==> src/rtl/hse_pkg.sv <==
// ----------------------------------------------------------------------------
// hse_pkg: shared definitions for the Hermite spline evaluator
// Widths, op codes, controller/datapath command and status types, saturation.
// ----------------------------------------------------------------------------
`default_nettype none

package hse_pkg;

  localparam int CW        = 32;               // coordinate width, signed Q15.16
  localparam int TENS_W    = 24;               // tension, unsigned Q8.16
  localparam int TENS_FRAC = 16;
  localparam int U_W       = 17;               // curve parameter, unsigned Q1.16
  localparam int U_FRAC    = 16;

  localparam int MW   = CW + 1;                // start-to-end difference / its magnitude
  localparam int SQW  = 2 * MW;                // sum of three squares
  localparam int NW   = CW;                    // tangent norm
  localparam int PW   = CW + TENS_W;           // |t| * tension
  localparam int PLO  = PW / 2;                // split point of PW for the second product
  localparam int NUMW = PW + MW;               // |t| * tension * L
  localparam int DVW  = NUMW - TENS_FRAC;      // dividend after dropping tension fraction
  localparam int QW   = TENS_W + MW - TENS_FRAC + 1; // scaled tangent magnitude
  localparam int SW   = QW + 1;                // signed scaled tangent
  localparam int CFW  = SW + 3;                // coefficient / sum working width
  localparam int EW   = CW + 3;                // evaluation accumulator

  localparam logic [U_W-1:0] U_ONE = U_W'(1) << U_FRAC;

  localparam logic [1:0] OP_LOAD_START = 2'd0;
  localparam logic [1:0] OP_LOAD_END   = 2'd1;
  localparam logic [1:0] OP_EVAL       = 2'd2;

  localparam logic [1:0] VEC_D  = 2'd0;        // end - start
  localparam logic [1:0] VEC_T0 = 2'd1;        // start tangent
  localparam logic [1:0] VEC_T1 = 2'd2;        // end tangent

  localparam logic signed [CFW-1:0] CMAX = CFW'({1'b0, {(CW-1){1'b1}}});
  localparam logic signed [CFW-1:0] CMIN = ~CMAX;

  typedef enum logic [3:0] {
    DP_NOP,
    DP_SQ,
    DP_SQRT_GO,
    DP_SQRT_WAIT,
    DP_TMUL,
    DP_NMUL_HI,
    DP_NMUL_LO,
    DP_DIV_GO,
    DP_DIV_WAIT,
    DP_COEF,
    DP_EV1,
    DP_EV2,
    DP_EV3,
    DP_OUT
  } dp_op_t;

  typedef struct packed {
    dp_op_t     op;
    logic [1:0] vsel;
    logic [1:0] axis;
    logic       esel;
    logic       in_ready;
  } dp_cmd_t;

  typedef struct packed {
    logic stale;
    logic sqrt_done;
    logic div_done;
    logic out_free;
  } dp_stat_t;

  function automatic logic sat_hit(input logic signed [CFW-1:0] v);
    return (v > CMAX) || (v < CMIN);
  endfunction

  function automatic logic signed [CW-1:0] sat_val(input logic signed [CFW-1:0] v);
    logic signed [CW-1:0] r;
    if (v > CMAX) begin
      r = CMAX[CW-1:0];
    end else if (v < CMIN) begin
      r = CMIN[CW-1:0];
    end else begin
      r = v[CW-1:0];
    end
    return r;
  endfunction

endpackage

`default_nettype wire

==> src/rtl/hse_ctrl.sv <==
// ----------------------------------------------------------------------------
// hse_ctrl: sequencing state machine
// Accepts words, steps the rebuild and evaluation sequences in the datapath.
// ----------------------------------------------------------------------------
`default_nettype none

module hse_ctrl (
  input  wire logic              clk,
  input  wire logic              rst,
  input  wire logic              in_valid,
  input  wire logic [1:0]        in_op,
  input  wire hse_pkg::dp_stat_t stat,
  output hse_pkg::dp_cmd_t       cmd
);
  import hse_pkg::*;

  typedef enum logic [3:0] {
    S_IDLE,
    S_SQ,
    S_SQRT_GO,
    S_SQRT_WAIT,
    S_TMUL,
    S_NHI,
    S_NLO,
    S_DIV_GO,
    S_DIV_WAIT,
    S_COEF,
    S_EV1,
    S_EV2,
    S_EV3,
    S_OUT
  } state_t;

  state_t     state;
  logic [1:0] vsel;
  logic [1:0] axis;
  logic       esel;

  always_comb begin
    cmd.vsel     = vsel;
    cmd.axis     = axis;
    cmd.esel     = esel;
    cmd.in_ready = (state == S_IDLE);
    case (state)
      S_SQ:        cmd.op = DP_SQ;
      S_SQRT_GO:   cmd.op = DP_SQRT_GO;
      S_SQRT_WAIT: cmd.op = DP_SQRT_WAIT;
      S_TMUL:      cmd.op = DP_TMUL;
      S_NHI:       cmd.op = DP_NMUL_HI;
      S_NLO:       cmd.op = DP_NMUL_LO;
      S_DIV_GO:    cmd.op = DP_DIV_GO;
      S_DIV_WAIT:  cmd.op = DP_DIV_WAIT;
      S_COEF:      cmd.op = DP_COEF;
      S_EV1:       cmd.op = DP_EV1;
      S_EV2:       cmd.op = DP_EV2;
      S_EV3:       cmd.op = DP_EV3;
      S_OUT:       cmd.op = DP_OUT;
      default:     cmd.op = DP_NOP;
    endcase
  end

  always_ff @(posedge clk) begin
    if (rst) begin
      state <= S_IDLE;
      vsel  <= VEC_D;
      axis  <= '0;
      esel  <= 1'b0;
    end else begin
      case (state)
        S_IDLE: begin
          if (in_valid && in_op == OP_EVAL) begin
            vsel  <= VEC_D;
            axis  <= '0;
            esel  <= 1'b0;
            state <= stat.stale ? S_SQ : S_EV1;
          end
        end
        S_SQ: begin
          if (axis == 2'd2) begin
            state <= S_SQRT_GO;
          end else begin
            axis <= axis + 1'b1;
          end
        end
        S_SQRT_GO: state <= S_SQRT_WAIT;
        S_SQRT_WAIT: begin
          if (stat.sqrt_done) begin
            axis <= '0;
            if (vsel == VEC_T1) begin
              esel  <= 1'b0;
              state <= S_TMUL;
            end else begin
              vsel  <= vsel + 1'b1;
              state <= S_SQ;
            end
          end
        end
        S_TMUL:   state <= S_NHI;
        S_NHI:    state <= S_NLO;
        S_NLO:    state <= S_DIV_GO;
        S_DIV_GO: state <= S_DIV_WAIT;
        S_DIV_WAIT: begin
          if (stat.div_done) begin
            if (axis != 2'd2) begin
              axis  <= axis + 1'b1;
              state <= S_TMUL;
            end else if (!esel) begin
              esel  <= 1'b1;
              axis  <= '0;
              state <= S_TMUL;
            end else begin
              state <= S_COEF;
            end
          end
        end
        S_COEF: state <= S_EV1;
        S_EV1:  state <= S_EV2;
        S_EV2:  state <= S_EV3;
        S_EV3:  state <= S_OUT;
        S_OUT: begin
          if (stat.out_free) begin
            state <= S_IDLE;
          end
        end
        default: state <= S_IDLE;
      endcase
    end
  end

endmodule

`default_nettype wire

==> config.mk <==
export PLATFORM = sky130hd
export DESIGN_NAME = hse_ctrl
export DESIGN_NICKNAME = d
export VERILOG_FILES = /design/src/rtl/hse_pkg.sv /design/src/rtl/hse_ctrl.sv
export SDC_FILE = /design/constraint.sdc
export NUM_CORES = 1
export LEC_CHECK = 0
export ABC_AREA = 1
export BUFFER_PORTS_ARGS = -buffer_cell sky130_fd_sc_hd__buf_2
export CAP_MARGIN = 20
export CORE_ASPECT_RATIO = 0.9
export CORE_MARGIN = 2
export CORE_UTILIZATION = 60
export CTS_BUF_LIST = sky130_fd_sc_hd__clkbuf_4
export DETAILED_ROUTE_END_ITERATION = 7
export PLACE_DENSITY = 0.91
export SLEW_MARGIN = 20
export SYNTH_ARGS = -nofsm -noshare
export SYNTH_HDL_FRONTEND = slang
export SYNTH_SLANG_ARGS = --single-unit
==> constraint.sdc <==
create_clock -name clk -period 4.1 [get_ports clk]
set_input_delay 0 -clock clk [delete_from_list [all_inputs] [get_ports clk]]
set_output_delay 0 -clock clk [all_outputs]
set_load 0.005 [all_outputs]
* Yosys cells after proc, flatten, opt, wreduce, memory -nomap -nowiden
Memory sizes are Yosys's and may differ from the RTL's. A register that Yosys moved wholly into a read port is not among the register bits. Index checks and enable logic that the tools add are counted.
Operators by class: equality and inequality tests 27, add/sub/neg operators 2, multiplexer cells 28, reduce and logical (&&, ||, !) cells 9
Operators with widths (number):
- $pmux 4 s14 | 1
- $mux 4 | 10
- $eq 4x4->1 const B | 6
- $ne 2x2->1 const B | 9
- $eq 4x3->1 const B | 4
- $mux 2 | 8
- $reduce_and 6->1 | 2
- $eq 4x2->1 const B | 2
- $pmux 2 s4 | 1
- $eq 2x2->1 const B | 3
- $mux 1 | 5
- $reduce_and 5->1 | 1
- $add 2x1->2 const B | 2
- $eq 4x1->1 const B | 1
- $logic_not 4->1 | 1
- $pmux 2 s2 | 1
- $reduce_and 4->1 | 1
- $reduce_bool 4->1 | 1
- $mux 3 | 1
- $ne 3x3->1 const B | 1
- $pmux 1 s3 | 1
- $reduce_bool 3->1 | 1
- $ne 2x1->1 const B | 1
- $reduce_bool 2->1 | 1
- $logic_and 1x1->1 | 1
Storage, ports and cells: input port bits 9, bits in registers 9, memory bits (read-only) 64, memories 1, logic and storage cells 71, output and inout bits 10
Memories:
- (name not given) | depth 16, width 4, read ports 1, clocked after memory_dff 1, write ports 0, line hse_ctrl.sv:44 | case (state)

* Logic depth before layout (Yosys ltp)
Gate-level depths: netlist of run 1.
depth after elaboration 6, mapped depth 11, depth with buffers taken out 11

* Worst setup path after synthesis of run 1
No wires, ideal clock.
kind register -> register, start register axis[0], end register axis[0], data required time 3987 ps, cell stages (with the launch flop) 11, library setup time 113 ps, period minus slack after synthesis 1361 ps, path buffers 0, setup slack 2739 ps, data arrival time 1249 ps, cells stage by stage dfxtp_1 -> inv_1 -> ha_1 -> nand2_1 -> inv_1 -> nand3_1 -> nand2_1 -> nor2_2 -> nand2_1 -> nor2_1 -> nor2_1
Between the ends: word-level cells in the longest chain between the ends 4, elaborated cells between the ends (all ways) 10, classes of those cells add/sub (1); eq/ne (4); mux (4); reduce/logical (1)
Ends and longest elaborated chain:
- from (decl) | line hse_ctrl.sv:36 | logic [1:0] axis;
- from (signal assigned) | line hse_ctrl.sv:82 | axis <= axis + 1'b1;
- from (signal assigned) | line hse_ctrl.sv:105 | axis <= axis + 1'b1;
- $add 2x1->2 or $ne 2x2->1 (tied branches) | line hse_ctrl.sv:82, hse_ctrl.sv:105, hse_ctrl.sv:104
- $mux 2 | line hse_ctrl.sv:104 | if (axis != 2'd2) begin
- $mux 2 | line hse_ctrl.sv:103 | if (stat.div_done) begin
- $pmux 2 s4 | line hse_ctrl.sv:69 | case (state)
Several ways; a longest one is shown, not always the timed one. The select of a mux whose other input is x is not followed. A chain may end at the register's enable or synchronous reset.

* Worst setup path in the final report of run 1
Same ends and word-level chain as after synthesis.

==> metrics.yaml, run 1 <==
final_layout:
  area_growth_pct: 14.61
  num_antenna_cells: 0
  final_area_sq_um: 1060
  drive_gt1_share_pct: 17.78
  n_fill_cell: 120
  nets: 194
  final_common_cell: "nand2_1"
  final_cell_mix: "58 x nand2_1, 30 x nor2_1, 19 x inv_1"
worst_setup_path:
  cpPeakStageDelay_ps: 390
  path_cells: "inv_1 -> ha_1 -> nand2_1 -> inv_1 -> nand3_1 -> nand2_1 -> nor2_2 -> nand2_1 -> nor2_1 -> nor2_1"
  cpMostUsedCell: "nand2_1"
  start_kind: "flop"
  cp.arrival_ps: 1750
  worst_r2r_endpoint: "axis[0]"
  endpoint: "axis[0]"
  r2r_slack_ps: 2530
  crit_path_max_fanout: 4
  regToRegStartpoint: "axis[0]"
  rr_worst_depth: 10
  slowest_stage: "dfxtp_1"
  critPathKind: "reg2reg"
  crit_cells: 10
  crit_buf_inv: 2
  cp-end-kind: "flop"
  critPathLaunch: "axis[0]"
  required_ps: 4280
  cpLargestDelayFamily: "simple AND/OR/NAND/NOR gates"
placed_design:
  gp_congestion: 0.9226
  place_hpwl_um: 1771
  placed_cell_area_sq_um: 1022
  io_buffers: 18
synth:
  ys_warn_count: 0
  syn_inst: 159
  netlist-cell-type-count: 17
  syn_area_sq_um: 924.6
  ys_seq_area_share_pct: 28.15
  avgSynthCellArea_sq_um: 5.815
  syn-num-nets: 172
  synth-seq-cells: 13
pwr:
  power.density_nw_per_um2: 715.6
  leakagePower_nw: 0.6411
  ir_drop_mv: 0.4440
sta:
  clock.fmax_mhz: 636.3
  timing.slew.headroom_pct: 76.69
  hold_violations: 0
  post-route-min-period_ps: 1572
  finalSetupViolations: 0
  setup_tns_ps: 0
  hold-worst-slack_ps: 180.3
  fin_crit_sh_pct: 38.33
  worstMarginPinSlew_ps: 348.3
  fin_worst_skew_ps: 11.89
  maxSlewViolCount: 0
  rsz0062_at_grt: "no"
clock_network:
  cts_buffers: 3
  cts_sinks: 13
  htree_levels: 1
  cts_tree: "built"
  cts_buffer_depth: 2
  path_clk_slew_ps: 90
  root_buffer: "clkbuf_4"
  clk_latency_ps: 290
floorplan:
  rows: 13
  floorplan.initialDensity_pct: 63.87
  coreArea_sq_um: 1448
  die_area_sq_um: 1871
  io_pins: 19
  die_y_um: 41.24
  fp.dieW_um: 45.38
global_route:
  grt_max_degree: 11
  grt_pass1_vias: 916
  antenna_found_initial: 0
  gr-total-overflow: 0
  grt_usage_pct: 27.48
  grt_pass1_wl_um: 3657
routing:
  route.vias.total: 1078
  firstDrtPassIters: 4
  postRouteAntennaNets: 0
  routed_wl_um: 2272
  wire_per_inst_um: 11.65
  drc: 0
  drt-vias-per-instance: 5.528
  drt_iter0_markers: 81
outcome:
  status: "finished, final reports clean"
flow_run:
  drv_cap: 0
worst_hold_path:
  min_path_type: "in2reg"
==> tightest hold or removal path, delay by kind of cell <==
kind	cells	cell delay, ps
compound gates	1	60
buf+inv	1	100
simple gates	2	270
==> where the power goes <==
part,internal [W],switching (W),total [W]
registers,0.000167,0.0000388,0.000206
clock network,0.0000363,0.0000455,0.0000818
logic,0.000163,0.000307,0.000471
total,0.000367,0.000392,0.000758
==> per-stage QoR <==
stage,power (W),setup WS (ps),std cells,utilization (%)
2_1_floorplan,0.0005568,2739,159,-
3_3_place_gp,0.0006487,2639,190,70.61
3_5_place_dp,0.0006658,2599,190,70.61
4_1_cts,0.0007510,2573,195,73.21
5_1_grt,0.0008363,2422,195,73.21
6_report,0.0007584,2528,195,73.21
==> synth_stat cells, drive strengths merged <==
| master | number | area share [%] |
|---|---|---|
| nand2 | 58 | 24 |
| nor2 | 35 | 17 |
| inv | 22 | 8.9 |
| nand3 | 16 | 9.2 |
| dfxtp | 13 | 28 |
| ha | 4 | 5.4 |
| a21oi | 3 | 1.6 |
| o21ai | 3 | 1.6 |
| buf | 2 | 1.2 |
| nand3b | 2 | 3.0 |
| nand4 | 1 | 0.68 |
==> kinds of logic (layout without fill, tap and decap cells) <==
family / count (synthesis) / count (layout) / synth area share [%]
simple gates: 112 / 112 / 53.05
buf+inv: 24 / 45 / 10.15
flops: 13 / 13 / 28.15
compound gates: 6 / 6 / 3.247
fa+ha+maj: 4 / 4 / 5.413
==> final cells by class <==
type                            count  area [sq um]  area share, %
Multi-Input combinational cell    122         570.5          53.84
Sequential cell                    13         260.3          24.56
Timing Repair Buffer               19         100.1          9.445
Inverter                           22         82.58          7.792
Clock buffer                        3         22.52          2.125
Tap cell                           15         18.77          1.771
Clock inverter                      1         5.005         0.4723
==> timing repair <==
item / in CTS / in global routing
resized for setup: 0 / 0
setup buffers: 0 / 0
endpoints found under the hold margin: 6 / 0
hold buffers: 1 / 0
==> per-layer routing <==
metal | part of all wire, % | global-route usage (%) | up-vias
li1 | - | - | 531
met1 | 43 | 33.25 | 464
met2 | 46 | 48.94 | 74
met3 | 8.9 | 3.524 | 9
met4 | 2.8 | 12.50 | 0
met5 | 0 | 0 | -
==> flip-flops by register name, summed over array words and instances, names as in the netlist <==
register,flops
cmd,4
state,4
axis,2
vsel,2
esel,1
==> how the worst min path moves through the flow <==
stage | startpoint | endpoint | slack, ps | cells past startpoint
floorplan | cmd[6] | cmd[6] | 280 | 0
CTS | stat[2] | vsel[1] | 170 | 4
detailed placement | rst | vsel[1] | 290 | 2
finish | stat[2] | vsel[1] | 180 | 4
global placement | rst | vsel[1] | 280 | 2
global route | stat[2] | vsel[1] | 220 | 4
No activity file was read; power rests on OpenSTA's default activity.
==> inputs of run 2 (changes only) <==
Settings changed: CORE_UTILIZATION 60 to 56, PLACE_DENSITY 0.91 to 0.86.
Clock period 4.1 ns to 1.5 ns, I/O delays scaled along.
==> run 2 against run 1 <==
Compared with the run above: final cell count is 5.6% higher; final area is 6.8% higher; via count decreased by 3.3%; wire length down 4.5%; die area increased by 6.5%; global-route usage is 4.2 points lower; critical path type unchanged; highest routed layer unchanged; critical path depth is 1 higher; flip-flop and latch count is the same; worst hold slack lost 15 ps; first-iteration DRC count down 41%.
==> metrics.yaml, run 2 (same netlist as run 1, synthesis figures left out) <==
final_layout:
  area_growth_pct: 22.46
  finalNonFillerCells: 206  # +5.6%
  nets: 198  # +2.1%
  num_antenna_cells: 0  # unchanged
  drive_gt1_share_pct: 25.00  # +7.2 points
  final_util_pct: 75.67  # +2.5 points
  final_cell_mix: "57 x nand2_1, 28 x nor2_1, 19 x inv_1"
  final_common_cell: "nand2_1"
clock_network:
  cts_buffers: 3  # unchanged
  clk_latency_ps: 290  # about the same
  path_clk_slew_ps: 90  # about the same
  cts_sinks: 13  # unchanged
  htree_levels: 1  # unchanged
  cts_tree: "built"
  cts_buffer_depth: 2  # unchanged
  root_buffer: "clkbuf_4"
worst_setup_path:
  start_kind: "flop"
  crit_path_max_fanout: 4  # unchanged
  critPathKind: "reg2reg"
  cp.arrival_ps: 1610  # -140 ps
  cp-end-kind: "flop"
  r2r_slack_ps: 120  # -2410 ps
  required_ps: 1720  # -2560 ps
sta:
  maxSlewViolCount: 0  # unchanged
  worstMarginPinSlew_ps: 342.8  # -5.458 ps
  post-route-min-period_ps: 1383  # -188.1 ps
  fin_worst_skew_ps: 5.927  # -5.964 ps
  hold_violations: 0  # unchanged
  timing.slew.headroom_pct: 77.06  # +0.37 points
  clock.fmax_mhz: 722.8  # +14%
  setup_ws_ps: 116.5  # -2412 ps
  hold-worst-slack_ps: 164.8  # -15.49 ps
  finalSetupViolations: 0  # unchanged
  fin_crit_sh_pct: 92.23  # +54 points
floorplan:
  io_pins: 19  # unchanged
  floorplan.initialDensity_pct: 61.79  # -2.1 points
  die_area_sq_um: 1993  # +6.5%
  coreArea_sq_um: 1496  # +3.4%
  rows: 13  # unchanged
  die_y_um: 42.55  # +3.2%
  fp.dieW_um: 46.83  # +3.2%
pwr:
  finalPower_w: 0.002215  # +190%
  comb_power_share_pct: 64.1  # +2.0 points
  p_seq_share_pct: 25.7  # -1.5 points
  switching_share_pct: 49.42  # -2.2 points
  leakagePower_nw: 0.6646  # +3.7%
  ir_drop_mv: 1.187  # +170%
  p_sw_w: 0.001095  # +180%
  p_int_w: 0.001121  # +210%
  clockPowerShare_pct: 10.2  # -0.6 points
  power.density_nw_per_um2: 1957  # +170%
placed_design:
  placed_cells: 198  # +4.2%
  gp_congestion: 0.9123  # -1.1%
  pre_cts_slack_ps: 30.45  # -2568 ps
  io_buffers: 18  # unchanged
  place_hpwl_um: 1647  # -7.0%
outcome:
  status: "finished, final reports clean"
routing:
  wire_per_inst_um: 10.53  # -9.6%
  routed_wl_um: 2170  # -4.5%
  postRouteAntennaNets: 0  # unchanged
  drc: 0  # unchanged
  drt-vias-per-instance: 5.058  # -8.5%
  route.vias.total: 1042  # -3.3%
  drt_iter0_markers: 48  # -41%
  firstDrtPassIters: 4  # unchanged
global_route:
  grt_max_degree: 11  # unchanged
  grt_pass1_wl_um: 3436  # -6.0%
  antenna_found_initial: 0  # unchanged
  grt_pass1_vias: 821  # -10%
  grt_usage_pct: 23.30  # -4.2 points
  gr-total-overflow: 0  # unchanged
worst_hold_path:
  min_path_type: "in2reg"
flow_run:
  drv_cap: 0  # unchanged
## run 2: cell type report
| class | instances | area (sq um) |
|---|---|---|
| timing repair buffer | 23 | 142.6 |
| clock buffer | 3 | 22.52 |
| multi-input combinational | 122 | 585.6 |
| fill | 124 | 364.1 |
| sequential | 13 | 266.5 |
| inverter | 22 | 82.58 |
| clock inverter | 1 | 5.005 |
| tap | 22 | 27.53 |
## run 2: timing repair
item | 4_1_cts | 5_1_grt
hold buffers | 1 | 0
setup endpoints to repair | 0 | 13
endpoints found under the hold margin | 3 | 0
buffers inserted | 0 | 3
resized for setup | 0 | 10
## run 2: metal layers
layer  vias to the layer above  global-route usage (%)  wire, um
met2                        37                   34.79       994
met5                         -                       0         0
met1                       463                   33.77       998
met4                         0                   3.333        13
li1                        539                       -         -
met3                         3                   6.466       164
## run 2: worst paths after layout
check / startpoint / end / cells after the start
max: axis[0] / axis[0] / 11
min: stat[2] / vsel[1] / 4
max reg2reg: axis[0] / axis[0] / 11
min reg2reg: vsel[1] / vsel[1] / 2
## run 2: power groups by stage
| stage | combinational (W) | clock, W | sequential [W] |
|---|---|---|---|
| 2_1_floorplan | 0.000964 | 0 | 0.000557 |
| 3_3_place_gp | 0.00130 | 0 | 0.000559 |
| 3_5_place_dp | 0.00130 | 0 | 0.000561 |
| 4_1_cts | 0.00132 | 0.000235 | 0.000553 |
| 5_1_grt | 0.00162 | 0.000248 | 0.000583 |
| 6_report | 0.00142 | 0.000226 | 0.000569 |
## run 2: worst max-delay path, cell delays in order, from the launching register on
cell and delay, ps:
dfxtp_2 360, inv_1 80, ha_2 200, nand2_1 80
inv_1 50, nand3_2 90, nand2_1 60, nor2_2 140
nand2_1 80, nand2_1 60, nand2_1 50, nor2_1 70
## run 2: stage by stage
stage               TNS (ps)  cell area [sq um]
finish                     0               1132
global route          -4.633               1132
CTS                        0               1089
detailed placement         0               1051
global placement           0               1051
floorplan                  0              924.6
